==> src/rtl/hfbd_pkg.sv <==
// shared types, constants and tables of the heatmap face box decoder
package hfbd_pkg;

    localparam int NUM_KEYPOINTS = 5;
    localparam int MAP_STRIDE    = 4;
    localparam int CNT_W         = 3;
    localparam int IN_DATA_W     = 136;
    localparam int OUT_DATA_W    = 96;
    localparam int CFG_IDX_W     = 3;
    localparam int CFG_DATA_W    = 16;

    localparam logic [16:0] LOG2E_Q15 = 17'd47274;

    typedef enum logic [CFG_IDX_W-1:0] {
        REG_SCORE_THRESHOLD = 3'd0,
        REG_FRAME_WIDTH     = 3'd1,
        REG_FRAME_HEIGHT    = 3'd2,
        REG_SCALE_BACK_X    = 3'd3,
        REG_SCALE_BACK_Y    = 3'd4
    } t_cfg_reg;

    typedef enum logic [3:0] {
        OP_NONE,
        OP_LOG,
        OP_EXP,
        OP_SIZE,
        OP_EDGE,
        OP_SPAN,
        OP_BOX,
        OP_KP_MUL,
        OP_KP_PROD,
        OP_KP_OUT
    } t_dp_op;

    typedef struct packed {
        t_dp_op           op;
        logic             capture;
        logic [CNT_W-1:0] point_index;
        logic             last;
    } t_dp_cmd;

    typedef struct packed {
        logic cmd;
        logic pass;
        logic out_busy;
    } t_dp_sts;

    // 2^(i/16) in Q2.16
    function automatic logic [17:0] pow2_q16(input logic [4:0] i);
        logic [17:0] v;
        case (i)
            5'd0:    v = 18'd65536;
            5'd1:    v = 18'd68438;
            5'd2:    v = 18'd71468;
            5'd3:    v = 18'd74632;
            5'd4:    v = 18'd77936;
            5'd5:    v = 18'd81386;
            5'd6:    v = 18'd84990;
            5'd7:    v = 18'd88752;
            5'd8:    v = 18'd92682;
            5'd9:    v = 18'd96785;
            5'd10:   v = 18'd101070;
            5'd11:   v = 18'd105545;
            5'd12:   v = 18'd110218;
            5'd13:   v = 18'd115098;
            5'd14:   v = 18'd120194;
            5'd15:   v = 18'd125515;
            default: v = 18'd131072;
        endcase
        return v;
    endfunction

endpackage

==> src/rtl/hfbd_ctrl.sv <==
// controller state machine of the heatmap face box decoder
module hfbd_ctrl import hfbd_pkg::*; (
    input  logic    i_clk,
    input  logic    i_rst_n,
    input  logic    i_in_valid,
    output logic    o_in_ready,
    input  t_dp_sts i_sts,
    output t_dp_cmd o_cmd
);

    typedef enum logic [9:0] {
        ST_IDLE    = 10'b0000000001,
        ST_LOG     = 10'b0000000010,
        ST_EXP     = 10'b0000000100,
        ST_SIZE    = 10'b0000001000,
        ST_EDGE    = 10'b0000010000,
        ST_SPAN    = 10'b0000100000,
        ST_BOX     = 10'b0001000000,
        ST_KP_MUL  = 10'b0010000000,
        ST_KP_PROD = 10'b0100000000,
        ST_KP_OUT  = 10'b1000000000
    } t_state;

    t_state           r_state, n_state;
    logic             r_face_active, n_face_active;
    logic [CNT_W-1:0] r_count, n_count;
    logic             accept;
    logic             at_last;

    assign o_in_ready = (r_state == ST_IDLE);
    assign accept     = i_in_valid && o_in_ready;
    assign at_last    = (r_count == CNT_W'(NUM_KEYPOINTS - 1));

    always_comb begin
        n_state             = r_state;
        n_face_active       = r_face_active;
        n_count             = r_count;
        o_cmd.op            = OP_NONE;
        o_cmd.capture       = accept;
        o_cmd.point_index   = r_count;
        o_cmd.last          = at_last;
        case (r_state)
            ST_IDLE: begin
                if (accept) begin
                    if (!i_sts.cmd) begin
                        n_count       = '0;
                        n_face_active = i_sts.pass;
                        if (i_sts.pass) begin
                            n_state = ST_LOG;
                        end
                    end else if (r_face_active) begin
                        n_state = ST_KP_MUL;
                    end
                end
            end
            ST_LOG: begin
                o_cmd.op = OP_LOG;
                n_state  = ST_EXP;
            end
            ST_EXP: begin
                o_cmd.op = OP_EXP;
                n_state  = ST_SIZE;
            end
            ST_SIZE: begin
                o_cmd.op = OP_SIZE;
                n_state  = ST_EDGE;
            end
            ST_EDGE: begin
                o_cmd.op = OP_EDGE;
                n_state  = ST_SPAN;
            end
            ST_SPAN: begin
                o_cmd.op = OP_SPAN;
                n_state  = ST_BOX;
            end
            ST_BOX: begin
                if (!i_sts.out_busy) begin
                    o_cmd.op = OP_BOX;
                    n_state  = ST_IDLE;
                end
            end
            ST_KP_MUL: begin
                o_cmd.op = OP_KP_MUL;
                n_state  = ST_KP_PROD;
            end
            ST_KP_PROD: begin
                o_cmd.op = OP_KP_PROD;
                n_state  = ST_KP_OUT;
            end
            ST_KP_OUT: begin
                if (!i_sts.out_busy) begin
                    o_cmd.op = OP_KP_OUT;
                    n_state  = ST_IDLE;
                    if (at_last) begin
                        n_face_active = 1'b0;
                        n_count       = '0;
                    end else begin
                        n_count = r_count + CNT_W'(1);
                    end
                end
            end
            default: begin
                n_state = ST_IDLE;
            end
        endcase
    end

    always_ff @(posedge i_clk) begin
        if (!i_rst_n) begin
            r_state       <= ST_IDLE;
            r_face_active <= 1'b0;
            r_count       <= '0;
        end else begin
            r_state       <= n_state;
            r_face_active <= n_face_active;
            r_count       <= n_count;
        end
    end

endmodule

==> config.mk <==
export PLATFORM = sky130hd
export DESIGN_NAME = hfbd_ctrl
export DESIGN_NICKNAME = d
export VERILOG_FILES = /design/src/rtl/hfbd_pkg.sv /design/src/rtl/hfbd_ctrl.sv
export SDC_FILE = /design/constraint.sdc
export NUM_CORES = 1
export LEC_CHECK = 0
export ABC_AREA = 0
export BUFFER_PORTS_ARGS = -buffer_cell sky130_fd_sc_hd__buf_2
export CAP_MARGIN = 0
export CORE_MARGIN = 1
export CORE_UTILIZATION = 53
export DETAILED_ROUTE_END_ITERATION = 16
export PLACE_DENSITY = 0.72
export SLEW_MARGIN = 10
export SYNTH_ARGS = -nofsm -noshare
export SYNTH_HDL_FRONTEND = slang
export SYNTH_SLANG_ARGS = --single-unit
export TNS_END_PERCENT = 1
==> constraint.sdc <==
create_clock -name i_clk -period 2.4 [get_ports i_clk]
set_input_delay 0.24 -clock i_clk [delete_from_list [all_inputs] [get_ports i_clk]]
set_output_delay 0.24 -clock i_clk [all_outputs]
set_load 0.05 [all_outputs]
==> results of run 1 <==
## placed cells by master, fill, tap and decap left out, types with 2 or more instances in the layout
cell / instances
nor2b_1: 3
clkbuf_4: 4
o21bai_1: 2
nor4_1: 3
nand2b_1: 3
dfxtp_1: 14
xor2_1: 4
mux2i_1: 2
a21oi_1: 3
nor2_1: 11
inv_1: 6
and3_1: 3
nand2_1: 8
nor3_1: 3
nand4_1: 6
ha_1: 2
o2111ai_1: 3
buf_2: 14
nand3b_1: 3
or4_1: 2
buf_4: 4
o21ai_0: 4
## routing by layer
metal  share of wire, %  GRT usage, %  vias to the layer above
li1                   -             -                      436
met3                6.1          3.83                        8
met2                 47          38.5                       35
met1                 46          34.5                      406
met5                  0             0                        -
met4                1.2          7.27                        0
## sequential cells by signal (all words and copies together) (netlist names)
signal         flops
r_count            3
r_face_active      1
r_state           10
## logic make-up after synthesis
group,after synthesis,share of synthesized area [%]
AOI/OAI and AO/OA,16,12.2
xor gates and xnor gates,4,3.93
adders and majority gates,2,2.81
buffers and inverters,13,7.58
DFF,14,31.5
muxes,3,3.51
and+or+nand+nor,59,38.5
## report_power, final
group	internal [W]	switching, W	leakage, nW
registers	0.000238	0.00000886	0.113
clock network	0.0000922	0.0000772	0.0210
logic	0.0000411	0.0000738	0.326
## how the worst min path moves through the flow
stage	startpoint	to	slack (ns)	depth (start not counted)
after global placement	r_count[2]$_SDFFE_PN0P_	r_count[2]$_SDFFE_PN0P_	0.48	2
final	i_sts[2]	r_state[7]$_SDFFE_PN0P_	0.20	3
after CTS	i_sts[2]	r_state[7]$_SDFFE_PN0P_	0.20	3
after global routing	i_sts[2]	r_state[7]$_SDFFE_PN0P_	0.21	3
after detailed placement	r_face_active$_SDFFE_PN0P_	r_face_active$_SDFFE_PN0P_	0.48	2
after floorplan	i_rst_n	r_state[0]$_SDFFE_PN1P_	0.34	1
## stage by stage
stage	utilization, %	power (W)	area, um^2
2_1_floorplan	-	0.000337	891
3_3_place_gp	63.0	0.000364	971
5_1_grt	66.2	0.000558	1020
3_5_place_dp	63.0	0.000364	971
4_1_cts	65.3	0.000530	1010
6_report	66.2	0.000531	1020
## repair_timing
item	CTS	global route
setup endpoints to repair	0	1
gates resized for setup	0	3
buffers inserted	0	0
hold buffers	0	0
hold endpoints to repair	0	0
## cell type report
type,instances,area [um^2],area share (%)
multi-input cells,84,554,54.3
clock buffers,4,36.3,3.55
flip-flops and latches,14,280,27.5
well taps,16,20.0,1.96
inverters,6,22.5,2.21
repair buffers,19,108,10.5
## critical path, stage by stage (launching register included)
cell and delay, ns:
dfxtp_1 0.40, or4_4 0.57, or3_4 0.44, nand4_1 0.09, clkbuf_4 0.23
==> run_results.csv, run 1 <==
group,metric,value,unit
run_status,status,"complete, no violations",
synthesis,ys_async_sr_fraction,0,%
timing,fin_ws,0.153,ns
timing,tightest_slew,0.391,ns
floorplanning,chipWidth,43,um
grt,track_usage,24.5,%
detailed_routing,via_count,885,
cts,cts_tree,"built",
layout,fin_nets,136,
timing,finalSetupViolCount,0,
timing,fmax,445,MHz
cts,path_clk_slew,0.09,ns
setup_path,regToRegEndpoint,"r_count[2]$_SDFFE_PN0P_",
grt,antenna_found_initial,0,
setup_path,required,2.16,ns
place,io_buffers,15,
cts,cts_buffer_depth,2,
synthesis,yosys.area.top_type,"dfxtp_1",
synthesis,synth_edf_count,0,
synthesis,synth_cells,111,
grt,grt_pass1_vias,759,
synthesis,yosysSeqAreaShare,31.5,%
detailed_routing,routedWlPerCell,14.2,um
timing,slew_headroom,73.3,%
detailed_routing,avgViaCountPerCell,6.19,
layout,diodes,0,
synthesis,synth.area.top_cells,"dfxtp_1, nor2_1, nand4_1",
layout,drive_above_1_share,24.4,%
timing,fin_setup_tns,0,ns
synthesis,yosysMostFrequentCell,"dfxtp_1",
synthesis,synthFlopType,"dfxtp_1",
floorplanning,core-area,0.00154,mm^2
layout,fillerInstances,136,
power_and_ir_drop,power.density,520,mW/mm^2
grt,grt_pass1_wl,3440,um
detailed_routing,drt-initial-drc-count,33,
setup_path,cp-startpoint,"r_state[4]$_SDFFE_PN0P_",
place,gp_congestion,0.887,
synthesis,syn_area,891,um^2
timing,fin_crit,2.25,ns
floorplanning,start_util,57.8,%
synthesis,synth_common_cells,"dfxtp_1, nor2_1, nand2_1",
power_and_ir_drop,power.leakage,0.460,nW
place,dpl.hpwl,1520,um
synthesis,synth_cell_types,41,
hold_path,holdCritPathClass,"input pin to flip-flop",
synthesis,synth.top_cell.area_share,31.5,%
synthesis,ys_warn_count,0,
floorplanning,fp-row-count,14,
detailed_routing,postRouteAntennaNets,0,
cts,htree_levels,1,
timing,period_share,93.6,%
detailed_routing,drc,0,
timing,finClkSkew,0.00128,ns
detailed_routing,wirelength,2030,um
job,cap_violations,0,
layout,final_cells,143,
setup_path,startpoint_type,"flip-flop",
cts,cts_buffers,3,
synthesis,syn_nets,119,
setup_path,end_kind,"output port",
cts,cts-root-buf,"clkbuf_4",
synthesis,ys_seq_elements,14,
layout,areaGrowthSynthToFinish,14.6,%
place,dpl_worst_slack,0.365,ns
floorplanning,die_area,0.00185,mm^2
setup_path,crit_end,"o_cmd[5]",
setup_path,r2r_slack,0.40,ns
setup_path,rr_startpoint,"r_state[4]$_SDFFE_PN0P_",
timing,fin_hold_ws,0.199,ns
cts,clkLatencyLatePin,0.27,ns
setup_path,crit_arrival,2.01,ns
grt,grt_max_degree,10,
power_and_ir_drop,peakVddDrop,0.000370,V
floorplanning,pin_count,16,
detailed_routing,drtPass1Iterations,4,
floorplanning,die_h,43,um
timing,rsz0062_at_grt,"false",
setup_path,crit_fanout,9,
setup_path,rr_worst_depth,4,
setup_path,worstSetupPathType,"flip-flop to output port",
timing,hold_viol_final,0,
timing,slew_viol_final,0,
cts,clock-sinks,14,
synthesis,avgSynthCellArea,8.03,um^2
grt,overflow,0,
place,placed_cells,139,
Power figures use the tool's default switching activity.
==> run 2, diff against run 1 <==
==> constraint.sdc (replaced) <==
create_clock -name i_clk -period 2.4 [get_ports i_clk]
set_input_delay 0.48 -clock i_clk [delete_from_list [all_inputs] [get_ports i_clk]]
set_output_delay 0.48 -clock i_clk [all_outputs]
set_load 0.05 [all_outputs]
==> run_results.csv, run 2 (synthesis results as in run 1) <==
group,metric,value,unit
run_status,status,"complete, no violations",
detailed_routing,drtPass1Iterations,4,
floorplanning,fp-row-count,14,
setup_path,r2r_slack,0.36,ns
timing,fin_crit,2.34,ns
place,dpl.hpwl,1480,um
setup_path,end_kind,"output port",
cts,cts_buffers,3,
setup_path,required,1.92,ns
setup_path,crit_arrival,1.86,ns
timing,slew_viol_final,0,
timing,rsz0062_at_grt,"true",
layout,drive_above_1_share,30.2,%
timing,fin_ws,0.0565,ns
layout,largest_reg_flops,10,
grt,overflow,0,
place,gp_congestion,0.946,
floorplanning,die_h,43,um
cts,cts_buffer_depth,2,
timing,tightest_slew,0.385,ns
timing,fin_setup_tns,0,ns
power_and_ir_drop,power.leakage,0.489,nW
detailed_routing,routedWlPerCell,14.4,um
timing,slew_headroom,74.2,%
grt,grt_pass1_wl,3370,um
layout,top_regs,"r_state (10), r_count (3), r_face_active (1)",
grt,grt_max_degree,10,
place,io_buffers,15,
detailed_routing,postRouteAntennaNets,0,
layout,stdcell_area,0.00107,mm^2
detailed_routing,drt-initial-drc-count,24,
cts,path_clk_slew,0.09,ns
detailed_routing,wirelength,2090,um
detailed_routing,avgViaCountPerCell,6.01,
job,cap_violations,0,
timing,finClkSkew,0.00268,ns
floorplanning,die_area,0.00185,mm^2
cts,postCtsHoldBufs,0,
place,dpl_worst_slack,0.178,ns
layout,areaGrowthSynthToFinish,19.7,%
hold_path,holdCritPathClass,"input pin to flip-flop",
floorplanning,start_util,57.8,%
grt,grt_pass1_vias,756,
floorplanning,core-area,0.00154,mm^2
power_and_ir_drop,peakVddDrop,0.000359,V
place,post_dp_cell_area,975,um^2
cts,cts-root-buf,"clkbuf_4",
detailed_routing,via_count,871,
cts,htree_levels,1,
timing,hold_viol_final,0,
power_and_ir_drop,power.density,513,mW/mm^2
power_and_ir_drop,finalPower,0.000547,W
layout,final_cell_mix,"buf_2, nor2_1, dfxtp_1, nand2_1",
cts,clkLatencyLatePin,0.30,ns
floorplanning,pin_count,16,
layout,diodes,0,
grt,antenna_found_initial,0,
setup_path,worstSetupPathType,"flip-flop to output port",
layout,final_common_cell,"buf_2",
timing,period_share,97.6,%
cts,clock-sinks,14,
layout,post-route-util,69.2,%
cts,cts_tree,"built",
grt,track_usage,24.8,%
detailed_routing,drc,0,
timing,finalSetupViolCount,0,
layout,regMostFlops,"r_state",
timing,fmax,427,MHz
setup_path,startpoint_type,"flip-flop",
layout,fin_nets,138,
setup_path,crit_fanout,6,
floorplanning,chipWidth,43,um
## run 2: cell count changes in the layout (fill, tap and decap cells not counted)
cell            before  now
buf_2               14   13
buf_6                0    1
dfxtp_4              0    2
dlymetal6s2s_1       0    1
buf_4                4    6
dfxtp_2              0    3
or4_4                1    2
a21oi_2              0    1
dfxtp_1             14    9
a21oi_1              3    2
or4_1                2    1
clkbuf_4             4    3
## run 2: layout make-up
cell class / instances / area (um^2)
flip-flops and latches: 14 / 292
clock buffers: 4 / 36.3
multi-input cells: 84 / 562
fillers: 138 / 475
well taps: 16 / 20.0
inverters: 6 / 22.5
repair buffers: 21 / 134
## run 2: worst paths after layout
check | startpoint | endpoint | depth (start not counted)
max | r_state[4]$_SDFFE_PN0P_ | o_cmd[5] | 4
min | i_sts[2] | r_state[7]$_SDFFE_PN0P_ | 3
max reg2reg | r_state[4]$_SDFFE_PN0P_ | r_count[2]$_SDFFE_PN0P_ | 5
min reg2reg | r_state[0]$_SDFFE_PN1P_ | r_state[2]$_SDFFE_PN0P_ | 1
## run 2: stage by stage
stage / hold WS [ns] / cells
final: 0.418 / 145
after detailed placement: 0.475 / 139
after global routing: 0.446 / 145
after CTS: 0.415 / 143
after global placement: 0.473 / 139
after floorplan: 0.449 / 111
## run 2: where the power goes
group          switching [W]  internal, W  leakage [nW]
logic              0.0000758    0.0000464         0.353
registers         0.00000958     0.000237         0.116
clock network      0.0000852    0.0000927        0.0210
## run 2: critical path, cell delays in order, from the launching register on
cell and delay, ns:
dfxtp_4 0.37, or4_4 0.54, or3_4 0.40, nand4_1 0.09
buf_6 0.16
## run 2: routing by layer
layer | vias to the layer above | wire length (um) | global-route usage, %
li1 | 440 | - | -
met1 | 392 | 961 | 31.3
met2 | 34 | 953 | 38.2
met3 | 5 | 127 | 6.81
met4 | 0 | 46 | 12.7
met5 | - | 0 | 0
## run 2: timing repair
item                                    in CTS  in global routing
buffers inserted                             0                  2
endpoints found under the setup margin       2                  4
gates resized for setup                      5                  8
gates cloned                                 0                  0
==> run 3, diff against run 2 <==
--- a/config.mk
+++ b/config.mk
@@ -11,7 +11,7 @@
 export CORE_MARGIN = 1
 export CORE_UTILIZATION = 53
 export DETAILED_ROUTE_END_ITERATION = 16
-export PLACE_DENSITY = 0.72
+export PLACE_DENSITY = 0.83
 export SLEW_MARGIN = 10
 export SYNTH_ARGS = -nofsm -noshare
 export SYNTH_HDL_FRONTEND = slang
==> run_results.csv, run 3 (synthesis results as in run 1) <==
group,metric,value,unit
run_status,status,"complete, no violations",
floorplanning,core-area,0.00154,mm^2
place,dpl.hpwl,1560,um
layout,seqCellArea,284,um^2
job,cap_violations,0,
grt,overflow,0,
timing,tightest_slew,0.335,ns
layout,drive_above_1_share,29.8,%
timing,finalSetupViolCount,0,
setup_path,cp-startpoint,"r_state[2]$_SDFFE_PN0P_",
timing,finClkSkew,0.00363,ns
floorplanning,pin_count,16,
detailed_routing,via_count,877,
floorplanning,die_h,43,um
cts,postCtsHoldBufs,0,
floorplanning,chipWidth,43,um
timing,rsz0062_at_grt,"false",
power_and_ir_drop,power.density,475,mW/mm^2
cts,cts-root-buf,"clkbuf_4",
grt,grt_pass1_wl,3370,um
setup_path,rr_startpoint,"r_state[2]$_SDFFE_PN0P_",
grt,antenna_found_initial,0,
setup_path,required,1.92,ns
layout,final_cell_mix,"buf_2, dfxtp_1, nor2_1, buf_4, nand2_1",
layout,multi_input_area,556,um^2
power_and_ir_drop,finalPower,0.000500,W
timing,period_share,96.7,%
layout,post-route-util,68.3,%
layout,final_common_cell,"buf_2",
place,gp_congestion,0.905,
cts,clkLatencyLatePin,0.28,ns
hold_path,holdCritPathClass,"input pin to flip-flop",
grt,grt_pass1_vias,790,
setup_path,r2r_slack,0.37,ns
cts,cts_buffer_depth,2,
layout,areaGrowthSynthToFinish,18.3,%
timing,slew_viol_final,0,
setup_path,startpoint_type,"flip-flop",
timing,fmax,431,MHz
detailed_routing,drtPass1Iterations,5,
setup_path,crit_arrival,1.84,ns
floorplanning,die_area,0.00185,mm^2
setup_path,worstSetupPathType,"flip-flop to output port",
hold_path,hold_start,"i_rst_n",
power_and_ir_drop,power.leakage,0.477,nW
layout,regMostFlops,"r_state",
power_and_ir_drop,peakVddDrop,0.000375,V
detailed_routing,postRouteAntennaNets,0,
detailed_routing,avgViaCountPerCell,5.97,
layout,largest_reg_flops,10,
cts,htree_levels,1,
grt,track_usage,24.4,%
floorplanning,start_util,57.8,%
floorplanning,fp-row-count,14,
layout,top_regs,"r_state (10), r_count (3), r_face_active (1)",
detailed_routing,wirelength,1970,um
setup_path,end_kind,"output port",
cts,path_clk_slew,0.08,ns
timing,slew_headroom,77.5,%
timing,fin_crit,2.32,ns
detailed_routing,drc,0,
detailed_routing,routedWlPerCell,13.4,um
layout,fillerInstances,147,
place,io_buffers,15,
cts,cts_buffers,3,
layout,diodes,0,
detailed_routing,drt-initial-drc-count,31,
grt,grt_max_degree,9,
timing,hold_viol_final,0,
cts,cts_setup_buffers,0,
cts,cts_tree,"built",
layout,fin_nets,141,
setup_path,crit_fanout,7,
cts,clock-sinks,14,
[run 3: area by class of cell]
class,count,share of cell area [%]
multi-input cells,84,52.7
inverters,6,2.14
flip-flops and latches,14,27.0
well taps,16,1.90
repair buffers,24,14.1
clock buffers,3,2.14
[run 3: what timing repair did]
action,4_1_cts,5_1_grt
setup endpoints to repair,1,3
endpoints found under the hold margin,0,0
resized for setup,1,6
[run 3: path summary, 6_finish.rpt]
kind         depth (start not counted)                          to
min reg2reg                          2  r_face_active$_SDFFE_PN0P_
min                                  2     r_state[0]$_SDFFE_PN1P_
max reg2reg                          5     r_count[2]$_SDFFE_PN0P_
max                                  4                    o_cmd[5]
[run 3: stage by stage]
stage	setup TNS [ns]	instances	instance area [um^2]	hold WS, ns	setup slack, ns
after global placement	0	144	1010	0.484	0.167
after floorplan	-0.0695	111	895	0.449	-0.0580
after detailed placement	0	144	1010	0.483	0.143
final	0	147	1050	0.454	0.0804
after global routing	0	147	1050	0.456	0.00422
after CTS	0	147	1040	0.447	0.0338
[run 3: layer usage]
layer  GRT usage [%]  wire [um]  vias to the layer above
met2            45.2       1050                       28
met4            3.64         12                        0
met1            27.6        766                      404
met3            7.66        137                        2
li1                -          -                      443
met5               0          0                        -
[run 3: worst max-delay path: stages, from the launching register on]
cell	delay (ns)
dfxtp_2	0.36
or4_1	0.51
or3_1	0.41
nand4_1	0.11
buf_6	0.16
[run 3: where the power goes]
part	internal (W)	switching [W]	total [W]
Sequential	0.000238	0.00000325	0.000241
Clock	0.0000581	0.0000712	0.000129
Combinational	0.0000474	0.0000824	0.000130
Total	0.000343	0.000157	0.000500
